$ cat src/rtl/mcd_pkg.sv
// Shared types, character codes and the letter lookup for the Morse code decoder.
// No dependencies; every module of the decoder imports this package.
`timescale 1ns / 1ps

package mcd_pkg;

	// ASCII codes that the decoder recognizes or produces.
	localparam logic [7:0] DOT_CHAR   = 8'd46;
	localparam logic [7:0] DASH_CHAR  = 8'd45;
	localparam logic [7:0] SPACE_CHAR = 8'd32;
	localparam logic [7:0] SLASH_CHAR = 8'd47;

	// Token length bookkeeping: up to four symbols, five marks an overlong token.
	localparam logic [2:0] MAX_LEN      = 3'd4;
	localparam logic [2:0] OVERLONG_LEN = 3'd5;

	// Depth of the queue between the front and back parts.
	localparam int QDEPTH = 4;
	localparam int QPTR_W = $clog2(QDEPTH);
	localparam int QCNT_W = QPTR_W + 1;

	// One classified request: an optional letter and an optional word space.
	typedef struct packed {
		logic       has_letter;
		logic [7:0] letter;
		logic       word;
	} mcd_entry_t;

	// Write side of the queue.
	typedef struct packed {
		logic       valid;
		mcd_entry_t entry;
	} mcd_push_t;

	// Status of the queue as seen by both sides.
	typedef struct packed {
		logic       not_empty;
		logic       full;
		mcd_entry_t head;
	} mcd_qstat_t;

	// Letter for index (1 << length) | code; zero means no letter.
	function automatic logic [7:0] letter_of(input logic [4:0] idx);
		logic [7:0] ch;
		case (idx)
			5'd2:  ch = "E";
			5'd3:  ch = "T";
			5'd4:  ch = "I";
			5'd5:  ch = "A";
			5'd6:  ch = "N";
			5'd7:  ch = "M";
			5'd8:  ch = "S";
			5'd9:  ch = "U";
			5'd10: ch = "R";
			5'd11: ch = "W";
			5'd12: ch = "D";
			5'd13: ch = "K";
			5'd14: ch = "G";
			5'd15: ch = "O";
			5'd16: ch = "H";
			5'd17: ch = "V";
			5'd18: ch = "F";
			5'd20: ch = "L";
			5'd22: ch = "P";
			5'd23: ch = "J";
			5'd24: ch = "B";
			5'd25: ch = "X";
			5'd26: ch = "C";
			5'd27: ch = "Y";
			5'd28: ch = "Z";
			5'd29: ch = "Q";
			default: ch = 8'd0;
		endcase
		return ch;
	endfunction

endpackage

$ cat src/rtl/mcd_front.sv
// Front part of the Morse code decoder: accepts characters, keeps the token state
// and classifies each character into a queue request. Depends on mcd_pkg.
`timescale 1ns / 1ps

module mcd_front
	import mcd_pkg::*;
(
	input  logic       clk,
	input  logic       arst_n,
	input  logic       in_valid,
	input  logic [7:0] in_char,
	input  logic       end_of_message,
	input  logic       queue_full,
	output logic       in_ready,
	output mcd_push_t  push
);

	logic [3:0] code_bits_q;
	logic [2:0] code_length_q;
	logic       token_invalid_q;

	logic       accept;
	logic       is_sym;
	logic [3:0] nbits;
	logic [2:0] nlen;
	logic       ninv;
	logic       ends;
	logic       word;
	logic [4:0] idx;
	logic [7:0] letter;
	logic       has_letter;

	assign in_ready = !queue_full;
	assign accept   = in_valid && in_ready;

	// Next token state and whether this character ends the token.
	always_comb begin
		is_sym = (in_char == DOT_CHAR) || (in_char == DASH_CHAR);
		nbits  = code_bits_q;
		nlen   = code_length_q;
		ninv   = token_invalid_q;
		ends   = end_of_message;
		word   = end_of_message;
		if (is_sym) begin
			if (code_length_q < MAX_LEN) begin
				nbits = {code_bits_q[2:0], in_char == DASH_CHAR};
				nlen  = code_length_q + 3'd1;
			end else begin
				nlen = OVERLONG_LEN;
			end
		end else if (in_char == SPACE_CHAR) begin
			ends = 1'b1;
		end else if (in_char == SLASH_CHAR) begin
			ends = 1'b1;
			word = 1'b1;
		end else begin
			ninv = 1'b1;
		end
	end

	// Letter lookup on the finished token.
	always_comb begin
		idx        = 5'(5'd1 << nlen) | {1'b0, nbits};
		letter     = letter_of(idx);
		has_letter = ends && !ninv && (nlen >= 3'd1) && (nlen <= MAX_LEN) && (letter != 8'd0);
	end

	always_comb begin
		push.valid            = accept && (has_letter || word);
		push.entry.has_letter = has_letter;
		push.entry.letter     = letter;
		push.entry.word       = word;
	end

	// Token state: cleared when a token ends.
	always_ff @(posedge clk or negedge arst_n) begin
		if (!arst_n) begin
			code_bits_q     <= 4'd0;
			code_length_q   <= 3'd0;
			token_invalid_q <= 1'b0;
		end else if (accept) begin
			if (ends) begin
				code_bits_q     <= 4'd0;
				code_length_q   <= 3'd0;
				token_invalid_q <= 1'b0;
			end else begin
				code_bits_q     <= nbits;
				code_length_q   <= nlen;
				token_invalid_q <= ninv;
			end
		end
	end

endmodule

$ cat src/rtl/mcd_queue.sv
// Short queue of classified requests between the front and back parts.
// Depends on mcd_pkg for the entry type and the depth.
`timescale 1ns / 1ps

module mcd_queue
	import mcd_pkg::*;
(
	input  logic       clk,
	input  logic       arst_n,
	input  mcd_push_t  push,
	input  logic       pop,
	output mcd_qstat_t stat
);

	mcd_entry_t        mem_q [QDEPTH];
	logic [QPTR_W-1:0] wr_ptr_q;
	logic [QPTR_W-1:0] rd_ptr_q;
	logic [QCNT_W-1:0] count_q;

	logic do_push;
	logic do_pop;

	assign stat.not_empty = (count_q != '0);
	assign stat.full      = (count_q == QCNT_W'(QDEPTH));
	assign stat.head      = mem_q[rd_ptr_q];

	assign do_push = push.valid && !stat.full;
	assign do_pop  = pop && stat.not_empty;

	// Entry storage.
	always_ff @(posedge clk) begin
		if (do_push) begin
			mem_q[wr_ptr_q] <= push.entry;
		end
	end

	// Pointers and fill count.
	always_ff @(posedge clk or negedge arst_n) begin
		if (!arst_n) begin
			wr_ptr_q <= '0;
			rd_ptr_q <= '0;
			count_q  <= '0;
		end else begin
			if (do_push) begin
				wr_ptr_q <= wr_ptr_q + QPTR_W'(1);
			end
			if (do_pop) begin
				rd_ptr_q <= rd_ptr_q + QPTR_W'(1);
			end
			if (do_push && !do_pop) begin
				count_q <= count_q + QCNT_W'(1);
			end else if (do_pop && !do_push) begin
				count_q <= count_q - QCNT_W'(1);
			end
		end
	end

endmodule

$ cat src/rtl/mcd_back.sv
// Back part of the Morse code decoder: turns queued requests into output
// characters through an output register. Depends on mcd_pkg.
`timescale 1ns / 1ps

module mcd_back
	import mcd_pkg::*;
(
	input  logic       clk,
	input  logic       arst_n,
	input  mcd_qstat_t stat,
	output logic       pop,
	input  logic       out_ready,
	output logic       out_valid,
	output logic [7:0] out_char,
	output logic       last_of_run
);

	logic       out_valid_q;
	logic [7:0] out_char_q;
	logic       last_q;
	logic       space_pending_q;

	logic load;
	logic emit_letter;

	assign out_valid   = out_valid_q;
	assign out_char    = out_char_q;
	assign last_of_run = last_q;

	// A request with a letter and a word space takes two output slots.
	assign load        = !out_valid_q || out_ready;
	assign emit_letter = stat.head.has_letter && !space_pending_q;
	assign pop         = load && stat.not_empty && !(emit_letter && stat.head.word);

	// Output register and the pending-space flag.
	always_ff @(posedge clk or negedge arst_n) begin
		if (!arst_n) begin
			out_valid_q     <= 1'b0;
			space_pending_q <= 1'b0;
		end else if (load) begin
			out_valid_q <= stat.not_empty;
			if (stat.not_empty) begin
				space_pending_q <= emit_letter && stat.head.word;
			end
		end
	end

	// Payload needs no reset.
	always_ff @(posedge clk) begin
		if (load && stat.not_empty) begin
			if (emit_letter) begin
				out_char_q <= stat.head.letter;
				last_q     <= !stat.head.word;
			end else begin
				out_char_q <= SPACE_CHAR;
				last_q     <= 1'b1;
			end
		end
	end

endmodule

$ cat src/rtl/morse_code_decoder.sv
// Morse code decoder, one character accepted per cycle while the queue has room.
// Throughput: one character per cycle while the 4-deep queue has room; a character that
// yields a letter and a word space takes two output slots, so a steady
// run of those, or a stalled output, fills the queue and drops s_tready.
// Reset: arst_n clears the token state, the queue and the output valid at once.
`timescale 1ns / 1ps

module morse_code_decoder
	import mcd_pkg::*;
(
	input  logic       clk,
	input  logic       arst_n,
	input  logic       s_tvalid,
	output logic       s_tready,
	input  logic [7:0] s_tdata,  // [7:0] in_char
	input  logic       s_tlast,  // end_of_message
	output logic       m_tvalid,
	input  logic       m_tready,
	output logic [7:0] m_tdata,  // [7:0] out_char
	output logic       m_tlast   // last_of_run
);

	mcd_push_t  push;
	mcd_qstat_t stat;
	logic       pop;

	mcd_front u_front (
		.clk            (clk),
		.arst_n         (arst_n),
		.in_valid       (s_tvalid),
		.in_char        (s_tdata),
		.end_of_message (s_tlast),
		.queue_full     (stat.full),
		.in_ready       (s_tready),
		.push           (push)
	);

	mcd_queue u_queue (
		.clk    (clk),
		.arst_n (arst_n),
		.push   (push),
		.pop    (pop),
		.stat   (stat)
	);

	mcd_back u_back (
		.clk         (clk),
		.arst_n      (arst_n),
		.stat        (stat),
		.pop         (pop),
		.out_ready   (m_tready),
		.out_valid   (m_tvalid),
		.out_char    (m_tdata),
		.last_of_run (m_tlast)
	);

endmodule

$ cat config.mk
export PLATFORM = sky130hd
export DESIGN_NAME = morse_code_decoder
export DESIGN_NICKNAME = d
export VERILOG_FILES = /design/src/rtl/mcd_pkg.sv /design/src/rtl/mcd_front.sv /design/src/rtl/mcd_queue.sv /design/src/rtl/mcd_back.sv /design/src/rtl/morse_code_decoder.sv
export SDC_FILE = /design/constraint.sdc
export NUM_CORES = 1
export LEC_CHECK = 0
export BUFFER_PORTS_ARGS = -buffer_cell sky130_fd_sc_hd__buf_2
export CAP_MARGIN = 20
export CELL_PAD_IN_SITES_DETAIL_PLACEMENT = 2
export CELL_PAD_IN_SITES_GLOBAL_PLACEMENT = 2
export CORE_MARGIN = 2
export CORE_UTILIZATION = 37
export DETAILED_ROUTE_END_ITERATION = 10
export GPL_TIMING_DRIVEN = 0
export MAX_ROUTING_LAYER = met4
export PLACE_DENSITY_LB_ADDON = 0.1
export SYNTH_ARGS = -nofsm -noshare
export SYNTH_HDL_FRONTEND = slang
export SYNTH_SLANG_ARGS = --single-unit
$ cat constraint.sdc
create_clock -name clk -period 4.05 [get_ports clk]
set_input_delay 0.405 -clock clk [delete_from_list [all_inputs] [get_ports clk]]
set_output_delay 0.405 -clock clk [all_outputs]
set_load 0.005 [all_outputs]
==> impl_metrics.tcl <==
set metrics [dict create \
    synth-edff-count 40 \
    ys_dominant_reg_cell "edfxtp_1" \
    wl_per_cell_microns 20.50 \
    layout_setup_ws_ns -0.2949 \
    fin_setup_tns_ns -1.714 \
    worst_slew_margin_rel_pct 34.45 \
    grt_setup_unrepaired "yes" \
    fin_crit_ns 4.345 \
    synth_seq_area_share_pct 49.85 \
    drc 0 \
    portBuffers 20 \
    routed_wl_mm 9.428 \
    synth_compound_area_share_pct 15.41 \
    syn_area_per_cell_sq_um 11.33 \
    synthArstFlopShare_pct 29.82 \
    synth_top_family_by_area "compound AO/OA/AOI/OAI gates" \
    synthAdderAreaFrac_pct 5.521 \
    grt.overflow.total 0 \
    cts_max_path_buffers 2 \
    first_global_vias 2813 \
    nets 373 \
    r2r_cells 15 \
    area_delta_synth_final_pct 27.80 \
    max_freq_mhz 230.2 \
    antenna_left 0 \
    worst_pin_slew_ns 0.9833 \
    status "finished, violations left" \
    root_buffer "clkbuf_8" \
    vias 2576 \
    cts_tree "done" \
    startpoint_type "input port" \
    cts_inserted_buffers 9 \
    worstSetupEndpointType "flip-flop" \
    p_leak_nw 1.648 \
    timing.rr.end "u_queue.count_q[1]" \
    io_pins 24 \
    report.final.slew_viol_count 0 \
    fin_crit_sh_pct 107.3 \
    dr.pass1.iters 5 \
    violations "negative setup slack" \
    die-area_sq_um 9586 \
    path_max_fanout 6 \
    fp.dieW_microns 97.91 \
    path_clk_slew_ns 0.07 \
    critPathTopFamily "compound AO/OA/AOI/OAI gates" \
    criticalPathCategory "input port to flip-flop" \
    syn_inst 288 \
    grt_max_degree 18 \
    ys_ff_latch 57 \
    clock_latency_ns 0.33 \
    gp_congestion 0.8175 \
    crit_required_ns 4.27 \
    synth_mux_area_share_pct 8.206 \
    syn_area_sq_um 3263 \
    drtIter0Drc 124 \
    hold_end "u_back.out_valid" \
    worst-path-stages 19 \
    setup_viol 21 \
    crit_path_start "s_tdata[6]" \
    arrival_ns 4.57 \
    hold_path_class "input port to flip-flop" \
    crit_chain "buf_8 -> or4b_4 -> buf_4 -> nor4_4 -> o22ai_4 -> o311a_4 -> buf_4 -> ha_2 -> inv_2 -> nor3_2 -> o311a_1 -> a311oi_2 -> or2b_4 -> o31ai_4 -> a21oi_2 -> ha_2 -> inv_2 -> fa_1 -> mux2_4" \
    die_h_microns 97.91 \
    hp-start "m_tready" \
    cap_violations 0 \
    rows 34 \
    cts.sinks 57 \
    syn_nets 314 \
    grt_pass1_wl_mm 15.54 \
    instances_no_fill 460 \
    htree_levels 3 \
    r2r_slack_ns -0.27 \
    synth_xor_area_share_pct 1.879 \
    ys_types 66 \
    cpPeakStageDelay_ns 0.60 \
    hold_depth 2 \
    routed_via_density 5.600 \
    hold_viol 0 \
    grt_usage_pct 21.26 \
    reg2reg_from "u_front.code_length_q[0]" \
    fill_cells 891 \
    dp_hpwl_mm 6.742 \
    p_per_area_nw_per_um2 454.9 \
    dp_cells 420 \
    n_antenna_cell 0 \
    ir_worst_vdd_mv 0.1818 \
    cp_num_buf_inv 5 \
    core_sq_um 8636 \
    start_util_pct 37.79 \
    cpMaxStageDelayCell "or4b_4" \
    ys_warn_count 0 \
    drive_gt1_share_pct 35.51 \
    synth_simple_gate_area_share_pct 14.38 \
    antenna_found_initial 0 \
    fin_skew_ns 0.005667 \
]
## placed cells by master, fill, tap and decap left out, drive strengths merged, types with 3 or more instances in the layout
| cell | n |
|---|---|
| and3 | 6 |
| xor2 | 3 |
| and2 | 3 |
| o21ai | 17 |
| inv | 26 |
| buf | 51 |
| ha | 12 |
| nand3 | 10 |
| o311a | 3 |
| a32o | 3 |
| nand3b | 4 |
| o22ai | 4 |
| mux2i | 5 |
| nand2 | 26 |
| a31oi | 3 |
| xnor2 | 4 |
| nor3 | 8 |
| nor2 | 11 |
| dfrtp | 17 |
| clkbuf | 18 |
| mux2 | 3 |
| edfxtp | 40 |
| mux4 | 8 |
| a21oi | 15 |
| a211oi | 5 |
| nor4 | 5 |
## power by group
| group | leakage [nW] | switching (mW) | total [mW] | internal, mW |
|---|---|---|---|---|
| logic | 0.942 | 0.277 | 0.511 | 0.233 |
| registers | 0.596 | 0.0539 | 0.789 | 0.735 |
| clock network | 0.110 | 0.245 | 0.597 | 0.352 |
## sequential cells by signal, indices dropped and copies added (netlist names), 2 cells and up
signal                 cells
u_back.out_char            7
u_front.code_length_q      3
u_front.code_bits_q        4
u_queue.mem_q             32
u_queue.rd_ptr_q           2
u_queue.count_q            3
u_queue.wr_ptr_q           2
## worst reg2reg max path, delay by kind of cell (launching register included)
kind            cells  cell delay, ns
fa+ha+maj           3            1.00
buf+inv             2            0.28
compound gates      6            1.15
simple gates        3            1.07
mux                 1            0.27
flops               1            0.43
## Yosys cell counts, types with 2 or more instances
library cell,instances,area [sq um]
dfrtp_1,17,425.4
xor2_1,3,26.28
nor3_1,7,35.03
xnor2_1,4,35.03
nand4_1,2,12.51
a21oi_1,15,75.07
clkbuf_1,8,30.03
mux4_2,8,180.2
a31oi_1,3,18.77
nand3_1,10,50.05
a211o_1,2,17.52
o311a_1,3,30.03
o2111ai_1,2,17.52
mux2_2,2,22.52
a32o_1,3,30.03
and2_1,2,12.51
nor4_1,4,25.02
and3_1,6,37.54
o22ai_1,4,25.02
nand2b_1,2,12.51
buf_4,3,22.52
o211ai_1,2,15.01
ha_1,12,150.1
nand2_1,25,93.84
o21ai_0,16,80.08
edfxtp_1,40,1201
a211oi_1,5,37.54
nor2_1,11,41.29
inv_1,22,82.58
inv_2,2,7.510
nand3b_1,4,30.03
mux2i_1,5,50.05
## timing repair
item / CTS / global route
resized for setup: 27 / 23
buffers inserted: 15 / 9
pin swaps: 10 / 14
setup endpoints to repair: 41 / 36
hold buffers: 1 / 0
hold endpoints to repair: 4 / 0
## per-layer routing
layer  part of all wire, %  wire, microns  GRT usage [%]  vias up
met5                     0              0              -        -
met4                   1.8            172          6.944        0
met3                   1.6            147          1.790       11
met2                    54           5105          38.46       35
met1                    42           4002          24.91     1317
li1                      -              -              -     1213
## worst max path at each step
stage          slack [ns]                   to
2_1_floorplan       -0.59   u_queue.count_q[1]
3_5_place_dp        -1.43   u_queue.count_q[1]
4_1_cts             -0.35   u_queue.count_q[1]
6_report            -0.29   u_queue.count_q[1]
5_1_grt             -0.46   u_queue.count_q[1]
3_3_place_gp        -1.49  u_queue.mem_q[0][4]
## cells by family after synthesis
family	after synthesis
and+or+nand+nor	86
DFF	57
buffers and inverters	37
muxes	16
AOI/OAI and AO/OA	70
xor gates and xnor gates	7
adders and majority gates	14
other	1
## final cells by class
cell class	count	area (sq um)	area share, %
multi-input combinational	194	1689	40.50
inverter	24	90.09	2.160
tap	108	135.1	3.240
clock inverter	7	102.6	2.460
buffer	12	61.31	1.470
clock buffer	9	123.9	2.970
timing repair buffer	49	340.3	8.161
sequential	57	1628	39.03
## through the flow
step | util, % | hold slack (ns) | cell area, sq um | setup WS [ns] | total power [mW]
2_1_floorplan | - | 0.1094 | 3297 | -0.5891 | 1.123
3_3_place_gp | 40.90 | 0.3625 | 3532 | -1.493 | 1.246
3_5_place_dp | 41.22 | 0.3677 | 3560 | -1.430 | 1.289
4_1_cts | 46.91 | 0.2492 | 4051 | -0.3458 | 1.903
5_1_grt | 48.29 | 0.2586 | 4170 | -0.4561 | 2.010
6_report | 48.29 | 0.2593 | 4170 | -0.2949 | 1.897
Power figures use the tool's default switching activity.
